**config.mk**
```make
export PLATFORM = sky130hd
export DESIGN_NAME = multilevel_feedback_queue_dispatcher
export DESIGN_NICKNAME = d
export VERILOG_FILES = /design/src/hw/rtl/mfqd_pkg.sv /design/src/hw/rtl/mfqd_ctrl.sv /design/src/hw/rtl/mfqd_dp.sv /design/src/hw/rtl/multilevel_feedback_queue_dispatcher.sv
export SDC_FILE = /design/constraint.sdc
export NUM_CORES = 2
export LEC_CHECK = 0
export BUFFER_PORTS_ARGS = -buffer_cell sky130_fd_sc_hd__buf_2
export CAP_MARGIN = 0
export CORE_ASPECT_RATIO = 1.2
export CORE_MARGIN = 1
export CORE_UTILIZATION = 59
export CTS_CLUSTER_DIAMETER = 80
export CTS_CLUSTER_SIZE = 28
export DETAILED_ROUTE_END_ITERATION = 10
export HOLD_SLACK_MARGIN = 0.12
export PLACE_DENSITY = 0.76
export SETUP_SLACK_MARGIN = 0.4
export SYNTH_ARGS = -nofsm -noshare
export SYNTH_HDL_FRONTEND = slang
export SYNTH_SLANG_ARGS = --single-unit
```
**constraint.sdc**
```tcl
create_clock -name i_clk -period 10 [get_ports i_clk]
set_input_delay 0.5 -clock i_clk [delete_from_list [all_inputs] [get_ports i_clk]]
set_output_delay 0.5 -clock i_clk [all_outputs]
set_load 0.02 [all_outputs]
```
**src/hw/rtl/mfqd_pkg.sv**
```systemverilog
// Shared constants, codes and controller/datapath interface types of the dispatcher.
package mfqd_pkg;

    localparam int MAX_PROCS  = 16;
    localparam int MAX_LEVELS = 4;

    localparam int PID_W     = $clog2(MAX_PROCS);
    localparam int LVL_W     = (MAX_LEVELS > 1) ? $clog2(MAX_LEVELS) : 1;
    localparam int CNT_W     = $clog2(MAX_PROCS + 1);
    localparam int MEM_AW    = LVL_W + PID_W;
    localparam int CLK_W     = 21;
    localparam int CLK_IDX_W = $clog2(CLK_W);
    localparam int TIME_W    = 16;
    localparam int ID_W      = 8;
    localparam int LCNT_W    = 3;
    localparam int CFG_IDX_W = 3;

    typedef enum logic [1:0] {
        CMD_LOAD  = 2'd0,
        CMD_STEP  = 2'd1,
        CMD_CLEAR = 2'd2,
        CMD_NONE  = 2'd3
    } t_opcode;

    typedef enum logic [CFG_IDX_W-1:0] {
        CFG_LEVELS = 3'd0,
        CFG_BOOST  = 3'd1,
        CFG_SLICE0 = 3'd2,
        CFG_SLICE1 = 3'd3,
        CFG_SLICE2 = 3'd4,
        CFG_SLICE3 = 3'd5
    } t_cfg_idx;

    typedef struct packed {
        logic load;
        logic clr;
        logic adm_start;
        logic adm_step;
        logic mod_start;
        logic mod_step;
        logic bst_start;
        logic bst_rd;
        logic bst_wr;
        logic sel;
        logic tick;
        logic calc;
        logic emit;
        logic emit_all;
    } t_cmd;

    typedef struct packed {
        logic adm_last;
        logic boost_due;
        logic mod_last;
        logic mod_zero;
        logic bst_empty;
        logic bst_last;
        logic any_ready;
        logic none_left;
        logic out_free;
    } t_sts;

endpackage

```
**src/hw/rtl/mfqd_ctrl.sv**
```systemverilog
// Sequencing state machine of the dispatcher: drives the datapath one step at a time.
module mfqd_ctrl (
    input  logic              i_clk,
    input  logic              i_rst_n,
    input  logic              i_in_valid,
    input  logic [1:0]        i_op,
    input  mfqd_pkg::t_sts    i_sts,
    output logic              o_in_stall,
    output mfqd_pkg::t_cmd    o_cmd
);

    typedef enum logic [9:0] {
        S_IDLE    = 10'b00_0000_0001,
        S_ADMIT   = 10'b00_0000_0010,
        S_MOD     = 10'b00_0000_0100,
        S_MODCHK  = 10'b00_0000_1000,
        S_BST_RD  = 10'b00_0001_0000,
        S_BST_WR  = 10'b00_0010_0000,
        S_SELECT  = 10'b00_0100_0000,
        S_CALC    = 10'b00_1000_0000,
        S_EMIT    = 10'b01_0000_0000,
        S_ALLDONE = 10'b10_0000_0000
    } t_state;

    t_state r_state;
    t_state n_state;

    assign o_in_stall = (r_state != S_IDLE);

    always_comb begin
        n_state = r_state;
        o_cmd   = '0;
        case (r_state)
            S_IDLE: begin
                if (i_in_valid) begin
                    case (mfqd_pkg::t_opcode'(i_op))
                        mfqd_pkg::CMD_LOAD:  o_cmd.load = 1'b1;
                        mfqd_pkg::CMD_CLEAR: o_cmd.clr  = 1'b1;
                        mfqd_pkg::CMD_STEP: begin
                            if (i_sts.none_left) begin
                                n_state = S_ALLDONE;
                            end else begin
                                o_cmd.adm_start = 1'b1;
                                n_state         = S_ADMIT;
                            end
                        end
                        default: ;
                    endcase
                end
            end
            S_ADMIT: begin
                o_cmd.adm_step = 1'b1;
                if (i_sts.adm_last) begin
                    if (i_sts.boost_due) begin
                        o_cmd.mod_start = 1'b1;
                        n_state         = S_MOD;
                    end else begin
                        n_state = S_SELECT;
                    end
                end
            end
            S_MOD: begin
                o_cmd.mod_step = 1'b1;
                if (i_sts.mod_last) n_state = S_MODCHK;
            end
            S_MODCHK: begin
                if (i_sts.mod_zero && (mfqd_pkg::MAX_LEVELS > 1)) begin
                    o_cmd.bst_start = 1'b1;
                    n_state         = S_BST_RD;
                end else begin
                    n_state = S_SELECT;
                end
            end
            S_BST_RD: begin
                o_cmd.bst_rd = 1'b1;
                if (!i_sts.bst_empty) begin
                    n_state = S_BST_WR;
                end else if (i_sts.bst_last) begin
                    n_state = S_SELECT;
                end
            end
            S_BST_WR: begin
                o_cmd.bst_wr = 1'b1;
                n_state      = S_BST_RD;
            end
            S_SELECT: begin
                if (i_sts.any_ready) begin
                    o_cmd.sel = 1'b1;
                    n_state   = S_CALC;
                end else begin
                    // Nothing runnable: let one time unit pass and admit again.
                    o_cmd.tick = 1'b1;
                    n_state    = S_ADMIT;
                end
            end
            S_CALC: begin
                o_cmd.calc = 1'b1;
                n_state    = S_EMIT;
            end
            S_EMIT: begin
                if (i_sts.out_free) begin
                    o_cmd.emit = 1'b1;
                    n_state    = S_IDLE;
                end
            end
            S_ALLDONE: begin
                if (i_sts.out_free) begin
                    o_cmd.emit_all = 1'b1;
                    n_state        = S_IDLE;
                end
            end
            default: n_state = S_IDLE;
        endcase
    end

    always_ff @(posedge i_clk) begin
        if (!i_rst_n) begin
            r_state <= S_IDLE;
        end else begin
            r_state <= n_state;
        end
    end

endmodule

```
**src/hw/rtl/mfqd_dp.sv**
```systemverilog
// Datapath of the dispatcher: registers, process table, level queues and result register.
module mfqd_dp (
    input  logic                                  i_clk,
    input  logic                                  i_rst_n,
    input  mfqd_pkg::t_cmd                        i_cmd,
    output mfqd_pkg::t_sts                        o_sts,
    input  logic [mfqd_pkg::ID_W-1:0]             i_proc_id,
    input  logic [mfqd_pkg::TIME_W-1:0]           i_arrive_at,
    input  logic [mfqd_pkg::TIME_W-1:0]           i_burst_len,
    input  logic                                  i_cfg_we,
    input  logic [mfqd_pkg::CFG_IDX_W-1:0]        i_cfg_index,
    input  logic [mfqd_pkg::TIME_W-1:0]           i_cfg_data,
    input  logic                                  i_out_stall,
    output logic                                  o_out_valid,
    output logic [mfqd_pkg::CLK_W-1:0]            o_event_time,
    output logic [mfqd_pkg::ID_W-1:0]             o_run_pid,
    output logic [mfqd_pkg::TIME_W-1:0]           o_run_length,
    output logic                                  o_first_run,
    output logic                                  o_finished,
    output logic                                  o_drained
);

    localparam int NP  = mfqd_pkg::MAX_PROCS;
    localparam int NL  = mfqd_pkg::MAX_LEVELS;
    localparam int PW  = mfqd_pkg::PID_W;
    localparam int LW  = mfqd_pkg::LVL_W;
    localparam int CW  = mfqd_pkg::CNT_W;
    localparam int TW  = mfqd_pkg::TIME_W;
    localparam int KW  = mfqd_pkg::CLK_W;
    localparam int MEM_DEPTH = 2 ** mfqd_pkg::MEM_AW;

    // Configuration registers.
    logic [mfqd_pkg::LCNT_W-1:0] r_lvl_cnt;
    logic [TW-1:0]               r_boost;
    logic [TW-1:0]               r_slice [NL];

    // Process table.
    logic [TW-1:0]               r_arr   [NP];
    logic [TW-1:0]               r_rem   [NP];
    logic [mfqd_pkg::ID_W-1:0]   r_ident [NP];
    logic [NP-1:0]               r_started;
    logic [NP-1:0]               r_queued;

    // Level queues share one memory, addressed by {level, slot}.
    logic [PW-1:0]               r_mem [MEM_DEPTH];
    logic [PW-1:0]               r_rd_data;
    logic [PW-1:0]               r_head [NL];
    logic [PW-1:0]               r_tail [NL];
    logic [CW-1:0]               r_fill [NL];

    logic [KW-1:0]               r_clock;
    logic [CW-1:0]               r_loaded;
    logic [CW-1:0]               r_unfin;
    logic [PW-1:0]               r_scan;
    logic [TW-1:0]               r_mod_rem;
    logic [mfqd_pkg::CLK_IDX_W-1:0] r_mod_cnt;
    logic [LW-1:0]               r_bq;
    logic [LW-1:0]               r_sel;
    logic [TW-1:0]               r_run;

    logic                        r_out_valid;
    logic [KW-1:0]               r_event_time;
    logic [mfqd_pkg::ID_W-1:0]   r_run_pid;
    logic [TW-1:0]               r_run_length;
    logic                        r_first_run;
    logic                        r_finished;
    logic                        r_drained;

    function automatic logic [PW-1:0] ptr_inc(input logic [PW-1:0] p);
        ptr_inc = (p == PW'(NP - 1)) ? '0 : p + PW'(1);
    endfunction

    logic [PW-1:0]               w_addr;
    logic [TW-1:0]               w_arr;
    logic [TW-1:0]               w_rem;
    logic                        w_admit;
    logic                        w_adm_last;
    logic                        w_any;
    logic [LW-1:0]               w_pick;
    logic [TW-1:0]               w_slice;
    logic [TW-1:0]               w_new_rem;
    logic                        w_fin;
    logic [LW-1:0]               w_last;
    logic [LW:0]                 w_nxt;
    logic [LW-1:0]               w_nq;
    logic [TW:0]                 w_mod_t;
    logic                        w_mod_ge;
    logic                        w_out_free;
    logic                        w_push_run;
    logic                        w_mem_we;
    logic [mfqd_pkg::MEM_AW-1:0] w_mem_waddr;
    logic [PW-1:0]               w_mem_wdata;
    logic                        w_mem_re;
    logic [mfqd_pkg::MEM_AW-1:0] w_mem_raddr;

    // One table read port: the scan index while admitting, the dispatched entry otherwise.
    assign w_addr     = i_cmd.adm_step ? r_scan : r_rd_data;
    assign w_arr      = r_arr[w_addr];
    assign w_rem      = r_rem[w_addr];
    assign w_adm_last = (CW'(r_scan) + CW'(1)) >= r_loaded;
    assign w_admit    = i_cmd.adm_step && (CW'(r_scan) < r_loaded) && !r_queued[w_addr]
                        && (KW'(w_arr) <= r_clock) && (w_rem != '0);

    always_comb begin
        w_any  = 1'b0;
        w_pick = '0;
        for (int q = NL - 1; q >= 0; q--) begin
            if (r_fill[q] != '0) begin
                w_any  = 1'b1;
                w_pick = LW'(q);
            end
        end
    end

    assign w_slice   = (r_slice[r_sel] == '0) ? TW'(1) : r_slice[r_sel];
    assign w_new_rem = w_rem - r_run;
    assign w_fin     = (w_new_rem == '0);

    always_comb begin
        if (r_lvl_cnt == '0) begin
            w_last = '0;
        end else if (r_lvl_cnt > mfqd_pkg::LCNT_W'(NL)) begin
            w_last = LW'(NL - 1);
        end else begin
            w_last = LW'(r_lvl_cnt - mfqd_pkg::LCNT_W'(1));
        end
    end
    assign w_nxt = {1'b0, r_sel} + (LW + 1)'(1);
    assign w_nq  = (w_nxt > {1'b0, w_last}) ? w_last : w_nxt[LW-1:0];

    // Restoring remainder of the time by the boost period, one time bit a cycle.
    assign w_mod_t  = {r_mod_rem, r_clock[r_mod_cnt]};
    assign w_mod_ge = w_mod_t >= {1'b0, r_boost};

    assign w_out_free = !r_out_valid || !i_out_stall;
    assign w_push_run = i_cmd.emit && !w_fin;

    always_comb begin
        w_mem_we    = 1'b0;
        w_mem_waddr = '0;
        w_mem_wdata = r_rd_data;
        if (w_admit) begin
            w_mem_we    = 1'b1;
            w_mem_waddr = {LW'(0), r_tail[0]};
            w_mem_wdata = r_scan;
        end else if (i_cmd.bst_wr) begin
            w_mem_we    = 1'b1;
            w_mem_waddr = {LW'(0), r_tail[0]};
        end else if (w_push_run) begin
            w_mem_we    = 1'b1;
            w_mem_waddr = {w_nq, r_tail[w_nq]};
        end
    end

    always_comb begin
        w_mem_re    = 1'b0;
        w_mem_raddr = {r_bq, r_head[r_bq]};
        if (i_cmd.bst_rd && (r_fill[r_bq] != '0)) begin
            w_mem_re = 1'b1;
        end else if (i_cmd.sel) begin
            w_mem_re    = 1'b1;
            w_mem_raddr = {w_pick, r_head[w_pick]};
        end
    end

    always_ff @(posedge i_clk) begin
        if (w_mem_we) r_mem[w_mem_waddr] <= w_mem_wdata;
        if (w_mem_re) r_rd_data <= r_mem[w_mem_raddr];
    end

    always_ff @(posedge i_clk) begin
        if (!i_rst_n) begin
            r_lvl_cnt <= mfqd_pkg::LCNT_W'(3);
            r_boost   <= '0;
            r_slice[0] <= TW'(2);
            r_slice[1] <= TW'(4);
            r_slice[2] <= TW'(8);
            r_slice[3] <= TW'(16);
        end else if (i_cfg_we) begin
            case (mfqd_pkg::t_cfg_idx'(i_cfg_index))
                mfqd_pkg::CFG_LEVELS: r_lvl_cnt  <= i_cfg_data[mfqd_pkg::LCNT_W-1:0];
                mfqd_pkg::CFG_BOOST:  r_boost    <= i_cfg_data;
                mfqd_pkg::CFG_SLICE0: r_slice[0] <= i_cfg_data;
                mfqd_pkg::CFG_SLICE1: r_slice[1] <= i_cfg_data;
                mfqd_pkg::CFG_SLICE2: r_slice[2] <= i_cfg_data;
                mfqd_pkg::CFG_SLICE3: r_slice[3] <= i_cfg_data;
                default: ;
            endcase
        end
    end

    // Table payload carries no reset; entries are read only after a load.
    always_ff @(posedge i_clk) begin
        if (i_cmd.load && (r_loaded < CW'(NP))) begin
            r_arr[r_loaded[PW-1:0]]   <= i_arrive_at;
            r_rem[r_loaded[PW-1:0]]   <= i_burst_len;
            r_ident[r_loaded[PW-1:0]] <= i_proc_id;
        end else if (i_cmd.emit) begin
            r_rem[w_addr] <= w_new_rem;
        end
    end

    always_ff @(posedge i_clk) begin
        if (!i_rst_n || i_cmd.clr) begin
            r_started <= '0;
            r_queued  <= '0;
            r_clock   <= '0;
            r_loaded  <= '0;
            r_unfin   <= '0;
            for (int q = 0; q < NL; q++) begin
                r_head[q] <= '0;
                r_tail[q] <= '0;
                r_fill[q] <= '0;
            end
        end else begin
            if (i_cmd.load && (r_loaded < CW'(NP))) begin
                r_started[r_loaded[PW-1:0]] <= 1'b0;
                r_queued[r_loaded[PW-1:0]]  <= 1'b0;
                r_loaded <= r_loaded + CW'(1);
                if (i_burst_len != '0) r_unfin <= r_unfin + CW'(1);
            end
            if (w_admit) begin
                r_queued[r_scan] <= 1'b1;
            end
            if (w_admit || i_cmd.bst_wr) begin
                r_tail[0] <= ptr_inc(r_tail[0]);
                r_fill[0] <= r_fill[0] + CW'(1);
            end
            if (i_cmd.bst_rd) begin
                if (r_fill[r_bq] != '0) begin
                    r_head[r_bq] <= ptr_inc(r_head[r_bq]);
                    r_fill[r_bq] <= r_fill[r_bq] - CW'(1);
                end else begin
                    r_head[r_bq] <= '0;
                    r_tail[r_bq] <= '0;
                end
            end
            if (i_cmd.sel) begin
                r_head[w_pick] <= ptr_inc(r_head[w_pick]);
                r_fill[w_pick] <= r_fill[w_pick] - CW'(1);
            end
            if (i_cmd.tick) begin
                r_clock <= r_clock + KW'(1);
            end
            if (i_cmd.emit) begin
                r_clock             <= r_clock + KW'(r_run);
                r_started[r_rd_data] <= 1'b1;
                r_queued[r_rd_data]  <= !w_fin;
                if (w_fin) begin
                    r_unfin <= r_unfin - CW'(1);
                end else begin
                    r_tail[w_nq] <= ptr_inc(r_tail[w_nq]);
                    r_fill[w_nq] <= r_fill[w_nq] + CW'(1);
                end
            end
        end
    end

    always_ff @(posedge i_clk) begin
        if (i_cmd.adm_start || i_cmd.tick) begin
            r_scan <= '0;
        end else if (i_cmd.adm_step) begin
            r_scan <= r_scan + PW'(1);
        end
        if (i_cmd.mod_start) begin
            r_mod_rem <= '0;
            r_mod_cnt <= mfqd_pkg::CLK_IDX_W'(KW - 1);
        end else if (i_cmd.mod_step) begin
            r_mod_rem <= w_mod_ge ? TW'(w_mod_t - {1'b0, r_boost}) : w_mod_t[TW-1:0];
            r_mod_cnt <= r_mod_cnt - mfqd_pkg::CLK_IDX_W'(1);
        end
        if (i_cmd.bst_start) begin
            r_bq <= LW'(1);
        end else if (i_cmd.bst_rd && (r_fill[r_bq] == '0)) begin
            r_bq <= r_bq + LW'(1);
        end
        if (i_cmd.sel) r_sel <= w_pick;
        if (i_cmd.calc) r_run <= (w_rem < w_slice) ? w_rem : w_slice;
    end

    always_ff @(posedge i_clk) begin
        if (!i_rst_n) begin
            r_out_valid <= 1'b0;
        end else if (i_cmd.emit || i_cmd.emit_all) begin
            r_out_valid <= 1'b1;
        end else if (!i_out_stall) begin
            r_out_valid <= 1'b0;
        end
    end

    always_ff @(posedge i_clk) begin
        if (i_cmd.emit) begin
            r_event_time <= r_clock;
            r_run_pid    <= r_ident[w_addr];
            r_run_length <= r_run;
            r_first_run  <= !r_started[w_addr];
            r_finished   <= w_fin;
            r_drained    <= 1'b0;
        end else if (i_cmd.emit_all) begin
            r_event_time <= r_clock;
            r_run_pid    <= '0;
            r_run_length <= '0;
            r_first_run  <= 1'b0;
            r_finished   <= 1'b0;
            r_drained    <= 1'b1;
        end
    end

    assign o_sts.adm_last  = w_adm_last;
    assign o_sts.boost_due = (r_boost != '0) && (r_clock != '0);
    assign o_sts.mod_last  = (r_mod_cnt == '0);
    assign o_sts.mod_zero  = (r_mod_rem == '0);
    assign o_sts.bst_empty = (r_fill[r_bq] == '0);
    assign o_sts.bst_last  = (r_bq == LW'(NL - 1));
    assign o_sts.any_ready = w_any;
    assign o_sts.none_left = (r_unfin == '0);
    assign o_sts.out_free  = w_out_free;

    assign o_out_valid  = r_out_valid;
    assign o_event_time = r_event_time;
    assign o_run_pid    = r_run_pid;
    assign o_run_length = r_run_length;
    assign o_first_run  = r_first_run;
    assign o_finished   = r_finished;
    assign o_drained    = r_drained;

    a_fill_bound: assert property (@(posedge i_clk) disable iff (!i_rst_n)
        r_fill[0] <= CW'(NP))
        else $error("level 0 queue holds more entries than the table");

    a_unfin_bound: assert property (@(posedge i_clk) disable iff (!i_rst_n)
        r_unfin <= r_loaded)
        else $error("more unfinished processes than loaded ones");

    a_emit_free: assert property (@(posedge i_clk) disable iff (!i_rst_n)
        (i_cmd.emit || i_cmd.emit_all) |-> (!r_out_valid || !i_out_stall))
        else $error("result written over a beat still waiting");

    a_emit_valid: assert property (@(posedge i_clk) disable iff (!i_rst_n)
        (i_cmd.emit || i_cmd.emit_all) |=> r_out_valid)
        else $error("written result not presented");

endmodule

```
**src/hw/rtl/multilevel_feedback_queue_dispatcher.sv**
```systemverilog
// Multilevel feedback queue dispatcher: load, clear and step commands in, one dispatch per step out.
// A load, a clear or an unknown command is done without leaving idle. A step runs passes of the
// scheduler: each pass scans the loaded table for arrivals at one entry per cycle, and when boost
// is enabled and the time is nonzero it computes the time modulo the boost period bit-serially;
// when that is zero it then checks each lower level and moves its entries to level 0 one by one.
// A pass that finds every level empty advances time by one and starts again, so waiting for a
// late arrival costs a full pass per idle time unit. After its pass a dispatch goes through the
// select and calc states and an emit that waits for a free output; a step with nothing left
// goes straight to reporting that all is done. Only one command is worked on at a time.
module multilevel_feedback_queue_dispatcher (
    input  logic                                  i_clk,
    input  logic                                  i_rst_n,
    input  logic                                  i_in_valid,
    output logic                                  o_in_stall,
    input  logic [1:0]                            i_cmd,
    input  logic [mfqd_pkg::ID_W-1:0]             i_proc_id,
    input  logic [mfqd_pkg::TIME_W-1:0]           i_arrive_at,
    input  logic [mfqd_pkg::TIME_W-1:0]           i_burst_len,
    input  logic                                  i_cfg_we,
    input  logic [mfqd_pkg::CFG_IDX_W-1:0]        i_cfg_index,
    input  logic [mfqd_pkg::TIME_W-1:0]           i_cfg_data,
    output logic                                  o_out_valid,
    input  logic                                  i_out_stall,
    output logic [mfqd_pkg::CLK_W-1:0]            o_event_time,
    output logic [mfqd_pkg::ID_W-1:0]             o_run_pid,
    output logic [mfqd_pkg::TIME_W-1:0]           o_run_length,
    output logic                                  o_first_run,
    output logic                                  o_finished,
    output logic                                  o_drained
);

    mfqd_pkg::t_cmd w_cmd;
    mfqd_pkg::t_sts w_sts;

    mfqd_ctrl u_ctrl (
        .i_clk      (i_clk),
        .i_rst_n    (i_rst_n),
        .i_in_valid (i_in_valid),
        .i_op       (i_cmd),
        .i_sts      (w_sts),
        .o_in_stall (o_in_stall),
        .o_cmd      (w_cmd)
    );

    mfqd_dp u_dp (
        .i_clk        (i_clk),
        .i_rst_n      (i_rst_n),
        .i_cmd        (w_cmd),
        .o_sts        (w_sts),
        .i_proc_id    (i_proc_id),
        .i_arrive_at  (i_arrive_at),
        .i_burst_len  (i_burst_len),
        .i_cfg_we     (i_cfg_we),
        .i_cfg_index  (i_cfg_index),
        .i_cfg_data   (i_cfg_data),
        .i_out_stall  (i_out_stall),
        .o_out_valid  (o_out_valid),
        .o_event_time (o_event_time),
        .o_run_pid    (o_run_pid),
        .o_run_length (o_run_length),
        .o_first_run  (o_first_run),
        .o_finished   (o_finished),
        .o_drained    (o_drained)
    );

endmodule

```
Word-level counts from Yosys, hierarchy flattened
Memories as Yosys holds them, arrays and structs flattened. A register that Yosys moved wholly into a read port is not among the register bits.
Cells that the tools add are included.
{ "totals": {"ff_bits": 186, "ramBits": 1012, "output_inout_bits": 50, "mem_count": 8} }
{ "memory_table": {"columns": ["memory", "depth", "width", "read_ports", "rd_clocked_by_memory_dff", "wr", "line_no", "source"], "rows": [
  ["u_dp.r_arr", 16, 16, 1, 0, 1, "mfqd_dp.sv:38", "logic [TW-1:0] r_arr [NP];"],
  ["u_dp.r_mem", 64, 4, 1, 1, 1, "mfqd_dp.sv:45", "logic [PW-1:0] r_mem [MEM_DEPTH];"],
  ["u_dp.r_rem", 16, 16, 1, 0, 1, "mfqd_dp.sv:39", "logic [TW-1:0] r_rem [NP];"],
  ["u_dp.r_ident", 16, 8, 1, 0, 1, "mfqd_dp.sv:40", "logic [mfqd_pkg::ID_W-1:0] r_ident [NP];"],
  ["u_dp.r_slice", 4, 16, 1, 1, 4, "mfqd_dp.sv:35", "logic [TW-1:0] r_slice [NL];"],
  ["u_dp.r_fill", 4, 5, 7, 1, 4, "mfqd_dp.sv:49", "logic [CW-1:0] r_fill [NL];"],
  ["+2 memories", null, null, null, null, null, null, null]
]} }
{ "op_classes": {"addsub": 21, "order_cmp": 16, "n_eq_ne": 30, "muxes": 180, "n_bitwise": 12, "n_reduce_logical": 55} }
{ "ops": {"columns": ["cell", "n"], "rows": [
  ["16-bit 2-to-1 mux", 18],
  ["10-bit case mux with 9 select lines", 1],
  ["1-bit 2-to-1 mux", 88],
  ["21-bit 2-to-1 mux", 4],
  ["10-bit 2-to-1 mux", 8],
  ["4-bit 2-to-1 mux", 13],
  ["16-bit logical NOT", 3],
  ["16-bit nonzero test", 3],
  ["2-bit 2-to-1 mux", 21],
  ["5-bit 2-to-1 mux", 8],
  ["16-bit bitwise AND", 2],
  ["16-bit OR", 2],
  ["16-bit subtractor", 2],
  ["6-bit 2-to-1 mux", 5],
  ["5-bit nonzero test", 5],
  ["8-bit 2-to-1 mux", 3],
  ["21-bit by 1-bit adder with 21-bit output (second input constant)", 1],
  ["21-bit by 16-bit adder with 21-bit output", 1],
  ["16-bit by 21-bit less-or-equal comparator with 1-bit output", 1],
  ["21-bit nonzero test", 1],
  ["4-bit by 1-bit adder with 4-bit output (second input constant)", 5],
  ["5-bit by 1-bit adder with 5-bit output (second input constant)", 4],
  ["4-bit by 5-bit < comparator with 1-bit output (second input constant)", 4],
  ["5-bit by 1-bit subtractor with 5-bit output (second input constant)", 4],
  ["other kinds (54)", 107]
]} }

Depth between registers and ports, before layout
{ "logic_depth": {"word_depth": 20, "mapped_depth": 28, "ltp_nobuf": 21} }

By module
From an unflattened synthesis, not the netlist that was laid out.
{ "unflattened": {"cells_unflattened": 4465, "hier_area_um2": 55695.9} }
{ "modules_own_cells": {"columns": ["mod", "instances", "cells_per_inst", "area_each_um2"], "rows": [
  ["mfqd_dp", 1, 4369, 54910.2],
  ["mfqd_ctrl", 1, 96, 785.8]
]} }

Worst setup path after synthesis
Ideal clock, no wire load.
{ "synth_path": {"path_type": "reg-to-reg", "from": "register u_ctrl.r_state[3]", "to": "memory u_dp.r_mem[0][0] (netlist name) (data pin)", "arrival_time_ns": 7.049, "required_time_ns": 9.298, "slack_ns": 2.249, "stages_incl_launch_ff": 25, "n_path_buf": 7, "synth_period_minus_slack_ns": 7.751, "path_cell_list": "dfxtp_1 > buf_2 > nor4_2 > a31oi_1 > nor2_1 > buf_2 > clkbuf_1 > clkbuf_1 > clkbuf_1 > clkbuf_1 > nand2_1 > a311oi_1 > a31oi_1 > a21oi_1 > ha_1 > nand4_1 > nor4_1 > a211oi_1 > o31ai_1 > nand4_1 > o22ai_1 > inv_1 > a31oi_1 > clkbuf_1 > o21ai_0"} }
{ "synth_between": {"elab_chain_len": 10} }
{ "synth_lines": {"columns": ["item", "line_no", "source"], "rows": [
  ["from (decl)", "mfqd_ctrl.sv:25", "t_state r_state;"],
  ["from (signal assigned)", "mfqd_ctrl.sv:120", "r_state <= n_state;"],
  ["10-bit by 2-bit == test with 1-bit output (*)", "mfqd_ctrl.sv:33", "case (r_state)"],
  ["2-bit 2-to-1 mux (*)", "mfqd_ctrl.sv:33", null],
  ["branches (longest 6 deep; another with 16-bit by 21-bit less-or-equal comparator with 1-bit output)", null, null],
  ["1-bit logical AND (*)", "mfqd_dp.sv:102", "&& (KW'(w_arr) <= r_clock) && (w_rem != '0);"],
  ["4-bit 2-to-1 mux (*)", "mfqd_dp.sv:142", "if (w_admit) begin"],
  ["net u_dp.w_mem_wdata[0]", "mfqd_dp.sv:92", "logic [PW-1:0] w_mem_wdata;"],
  ["to (decl)", "mfqd_dp.sv:45", null]
]} }
Mark *: on every way through the listed nets, which the timed path passes. The select of a mux whose other input is x is not followed.

Worst setup path after layout
{ "layout_path": {"from": "register u_ctrl.r_state[5]", "to": "memory u_dp.r_mem[13][3] (netlist name), enable pin"} }
{ "layout_between": {"elab_chain_len": 13} }
{ "layout_lines": {"columns": ["item", "line_no", "source"], "rows": [
  ["10-bit by 2-bit == test with 1-bit output", "mfqd_ctrl.sv:33", null],
  ["2-bit 2-to-1 mux", "mfqd_ctrl.sv:33", null],
  ["4-bit 2-to-1 mux", "mfqd_dp.sv:97", "assign w_addr = i_cmd.adm_step ? r_scan : r_rd_data;"],
  ["memory 16 x 16 bit", null, null],
  ["16-bit subtractor", "mfqd_dp.sv:116", "assign w_new_rem = w_rem - r_run;"],
  ["16-bit logical NOT", "mfqd_dp.sv:117", "assign w_fin = (w_new_rem == '0);"],
  ["1-bit logical NOT", "mfqd_dp.sv:136", "assign w_push_run = i_cmd.emit && !w_fin;"],
  ["1-bit logical AND", "mfqd_dp.sv:136", null],
  ["1-bit 2-to-1 mux", "mfqd_dp.sv:149", "end else if (w_push_run) begin"],
  ["1-bit 2-to-1 mux", "mfqd_dp.sv:146", "end else if (i_cmd.bst_wr) begin"],
  ["1-bit 2-to-1 mux", "mfqd_dp.sv:142", null],
  ["1-bit 2-to-1 mux", "mfqd_dp.sv:167", "if (w_mem_we) r_mem[w_mem_waddr] <= w_mem_wdata;"],
  ["1-bit 2-to-1 mux (not written as such)", "mfqd_dp.sv:167", null]
]} }
Several ways; a longest one is shown, not always the timed one. The select of a mux whose other input is x is not followed.

==> qor.csv <==
metric,value,unit
outcome,finished clean,
Max H-tree Level,2,
Chip Height,340,um
grt met1 use,37.8,%
Worst slew margin,16.6,%
synthesized flop and latch total,1206,
Core Footprint,93900,sq um
1st-pass router iterations,6,
die area,96200,sq um
Worst R2R Path Depth,22,
CTS Buf Count,53,
skew final,37.5,ps
CTS tree,yes,
Yosys top cell by area,edfxtp_1,
IO buf count,115,
initial antenna violation count,9,
M3 GR Usage,4.69,%
post-synthesis net count,4832,
first-pass GRT wire length,219,mm
clock-pin slew on the worst setup and hold paths,100,ps
ANT nets after route,0,
final net count,4838,
required time worst endpoint,10410,ps
GR Layer Usage met2,50.6,%
"Max FO, Critical Path",68,
Hold WS,163,ps
Async SR Flop Fraction,0,%
top_reg_cell synth,edfxtp_1,
Ys Warns,0,
pwr dens,160,nW/um^2
I/O pin cnt,116,
Layout Area Growth over Synthesis,6.87,%
Max Cap Viol,0,
largest net degree at the start of global routing,196,
GRT Total Usage,29.7,%
Die Wd,283,um
total power,9.60,mW
Vias,38800,
ratio of cells with drive above 1 in the final layout,9.27,%
area share of the largest cell type after synthesis,58.0,%
Max IR drop VDD,0.000218,V
Post-synth EDFFs,1081,
CP Capture Type,register,
Hold Crit Class,in -> reg,
final setup vio count,0,
Worst EP arrival,9550,ps
CTS root buf,clkbuf_16,
register area,35000,sq um
f_max,109,MHz
gr ovfl total,0,
grt peak-use layer,met2,
footprint of the multi-input gates,19800,sq um
number of cells on the worst hold path,3,
number of remaining DRC errors,0,
largest cells by area after synthesis,"edfxtp_1, nand2_1, dfxtp_1",
Clock Path Buffers,3,
Slew @ Worst Pin,1250,ps
startpoint type of the worst setup path,register,
Initial Util,59.7,%
GPL Wtd Cong,0.947,
Clock Latency Late Sink,690,ps
register area share after synthesis,62.4,%
setup TNS,0,ps
# placed instances,5839,
Cell Rows,123,
clock sink count,1206,
Detailed Place HPWL,93.7,mm
DR vias/cell,6.52,
Tcrit/Tclk final,91.4,%
Avg WL per Cell,24.5,um
mapped cell area,56000,sq um
RSZ-0062 raised after global routing,no,
filler cell count in the final layout,7113,
Fin. Hold Viols,0,
number of global-route vias before repair,37300,
fin crit period,9140,ps
Lkg Pwr,20.7,nW
critical path class,reg -> reg,
Post-Syn Area per Cell,12.0,sq um
Post-Syn Instances,4651,
Post-CTS Setup Inserts,0,
Synth cell types,95,
fin. max-slew vios,0,
Post-Route WL,146,mm
DRT iter0 DRCs,4653,
fin cells,5943,
## kinds of logic (layout without fill, tap and decap cells)
family	after synthesis	after routing	share of synthesized area [%]
adder cells (fa/ha/maj)	115	115	2.62
XOR/XNOR	53	53	0.829
buffers and inverters	401	441	2.82
flip-flops	1206	1206	62.4
multiplexers	279	279	5.91
other	0	2	0
AO/OA/AOI/OAI	850	850	10.5
AND/OR/NAND/NOR	1747	1747	14.9
## path summary, 6_finish.rpt
kind	slack (ps)	startpoint	endpoint
min reg2reg	470	u_dp.r_started[1]	u_dp.r_started[1]
max reg2reg	860	u_ctrl.r_state[5]	u_dp.r_mem[13][3]
min	160	i_cfg_data[0]	u_dp.r_boost[0]
max	860	u_ctrl.r_state[5]	u_dp.r_mem[13][3]
## sequential cells by signal, summed over array words and instances (netlist names), 10 cells and up, named ones only
signal / cells
u_dp.r_arr: 256
u_dp.r_mem: 256
u_dp.r_rem: 256
u_dp.r_ident: 128
u_dp.r_slice: 64
u_dp.o_event_time: 21
u_dp.r_clock: 21
u_dp.r_fill: 20
u_dp.o_run_length: 16
u_dp.r_boost: 16
u_dp.r_head: 16
u_dp.r_mod_rem: 16
u_dp.r_queued: 16
u_dp.r_run: 16
u_dp.r_started: 16
u_dp.r_tail: 16
u_ctrl.r_state: 10
## layer usage
| metal | up-vias | part of all wire [%] |
|---|---|---|
| met5 | - | 0.038 |
| met4 | 10 | 4.5 |
| met3 | 399 | 9.0 |
| met2 | 1965 | 49 |
| met1 | 18900 | 37 |
| li1 | 17400 | - |
## what timing repair did
item | 4_1_cts | 5_1_grt
gates resized for setup | 0 | 2
hold buffers | 13 | 0
setup endpoints to repair | 0 | 24
hold endpoints to repair | 15 | 0
## metrics by stage
| stage | utilization (%) | area, sq um | setup slack, ps |
|---|---|---|---|
| floorplan | - | 56000 | 2250 |
| global placement | 61.9 | 58100 | 1230 |
| detailed placement | 61.9 | 58100 | 1030 |
| CTS | 63.8 | 59800 | 1010 |
| global route | 63.8 | 59900 | 400 |
| finish | 63.8 | 59900 | 861 |
## worst max-delay path, cell delays in order (launching register included)
cell and delay [ps]:
dfxtp_1 380, or4_1 920, nor4_4 600, or2_4 650, buf_4 750, buf_4 550, and3_1 240, a311oi_1 50
a311oi_1 330, a21oi_1 110, ha_1 400, a2111oi_0 360, o21ai_0 170, o31ai_1 650, nand4_1 170, o22ai_1 210
inv_1 150, o32ai_1 250, buf_4 230, or2_1 310, a22o_1 940, buf_4 270, nor3_2 70
## placed cells by master (no fill, tap or decap), types with 32 or more instances in the layout
master,instances
and3_1,94
buf_2,115
xnor2_1,32
nand3_1,165
dfxtp_1,124
and2_1,104
nor3_1,96
inv_1,134
clkbuf_16,54
nor2_1,219
mux2_2,33
a311oi_1,96
buf_4,83
a31oi_1,104
a21oi_1,140
ha_1,111
nor4_1,33
a211oi_1,124
mux4_2,38
o21ai_0,112
nor2b_1,81
edfxtp_1,1081
nand2_1,765
mux2i_1,203
## cell type report
type                       count  share of cell area (%)
antenna                        2                 0.00836
clock buffer                  74                    2.38
clock inverter                15                   0.343
inverter                     137                   0.859
multi-input combinational   3044                    33.0
sequential                  1206                    58.4
tap                         1250                    2.61
timing repair buffer         215                    2.35
## cells in the mapped netlist, types with 24 or more instances
| cell type | n |
|---|---|
| and3_1 | 94 |
| mux2i_1 | 206 |
| o21ai_0 | 124 |
| edfxtp_1 | 1081 |
| nand2_1 | 765 |
| nor3_1 | 99 |
| or3_1 | 24 |
| nor4_1 | 34 |
| nand3_1 | 165 |
| buf_1 | 35 |
| nor2b_1 | 82 |
| ha_1 | 111 |
| a211oi_1 | 125 |
| and2_1 | 105 |
| mux4_2 | 38 |
| mux2_2 | 33 |
| buf_2 | 29 |
| clkbuf_1 | 192 |
| a311oi_1 | 96 |
| xnor2_1 | 32 |
| nand4_1 | 24 |
| a21oi_1 | 143 |
| a21boi_0 | 26 |
| dfxtp_1 | 125 |
| inv_1 | 134 |
| nand2b_1 | 24 |
| nor2_1 | 238 |
| a31oi_1 | 107 |
## report_power, final
| part | switching, mW | internal [mW] | total (mW) |
|---|---|---|---|
| registers | 0.137 | 5.59 | 5.72 |
| clock network | 1.56 | 1.05 | 2.61 |
| logic | 0.803 | 0.459 | 1.26 |
| total | 2.51 | 7.09 | 9.60 |
Note: power is estimated with default switching activity, not from simulation.
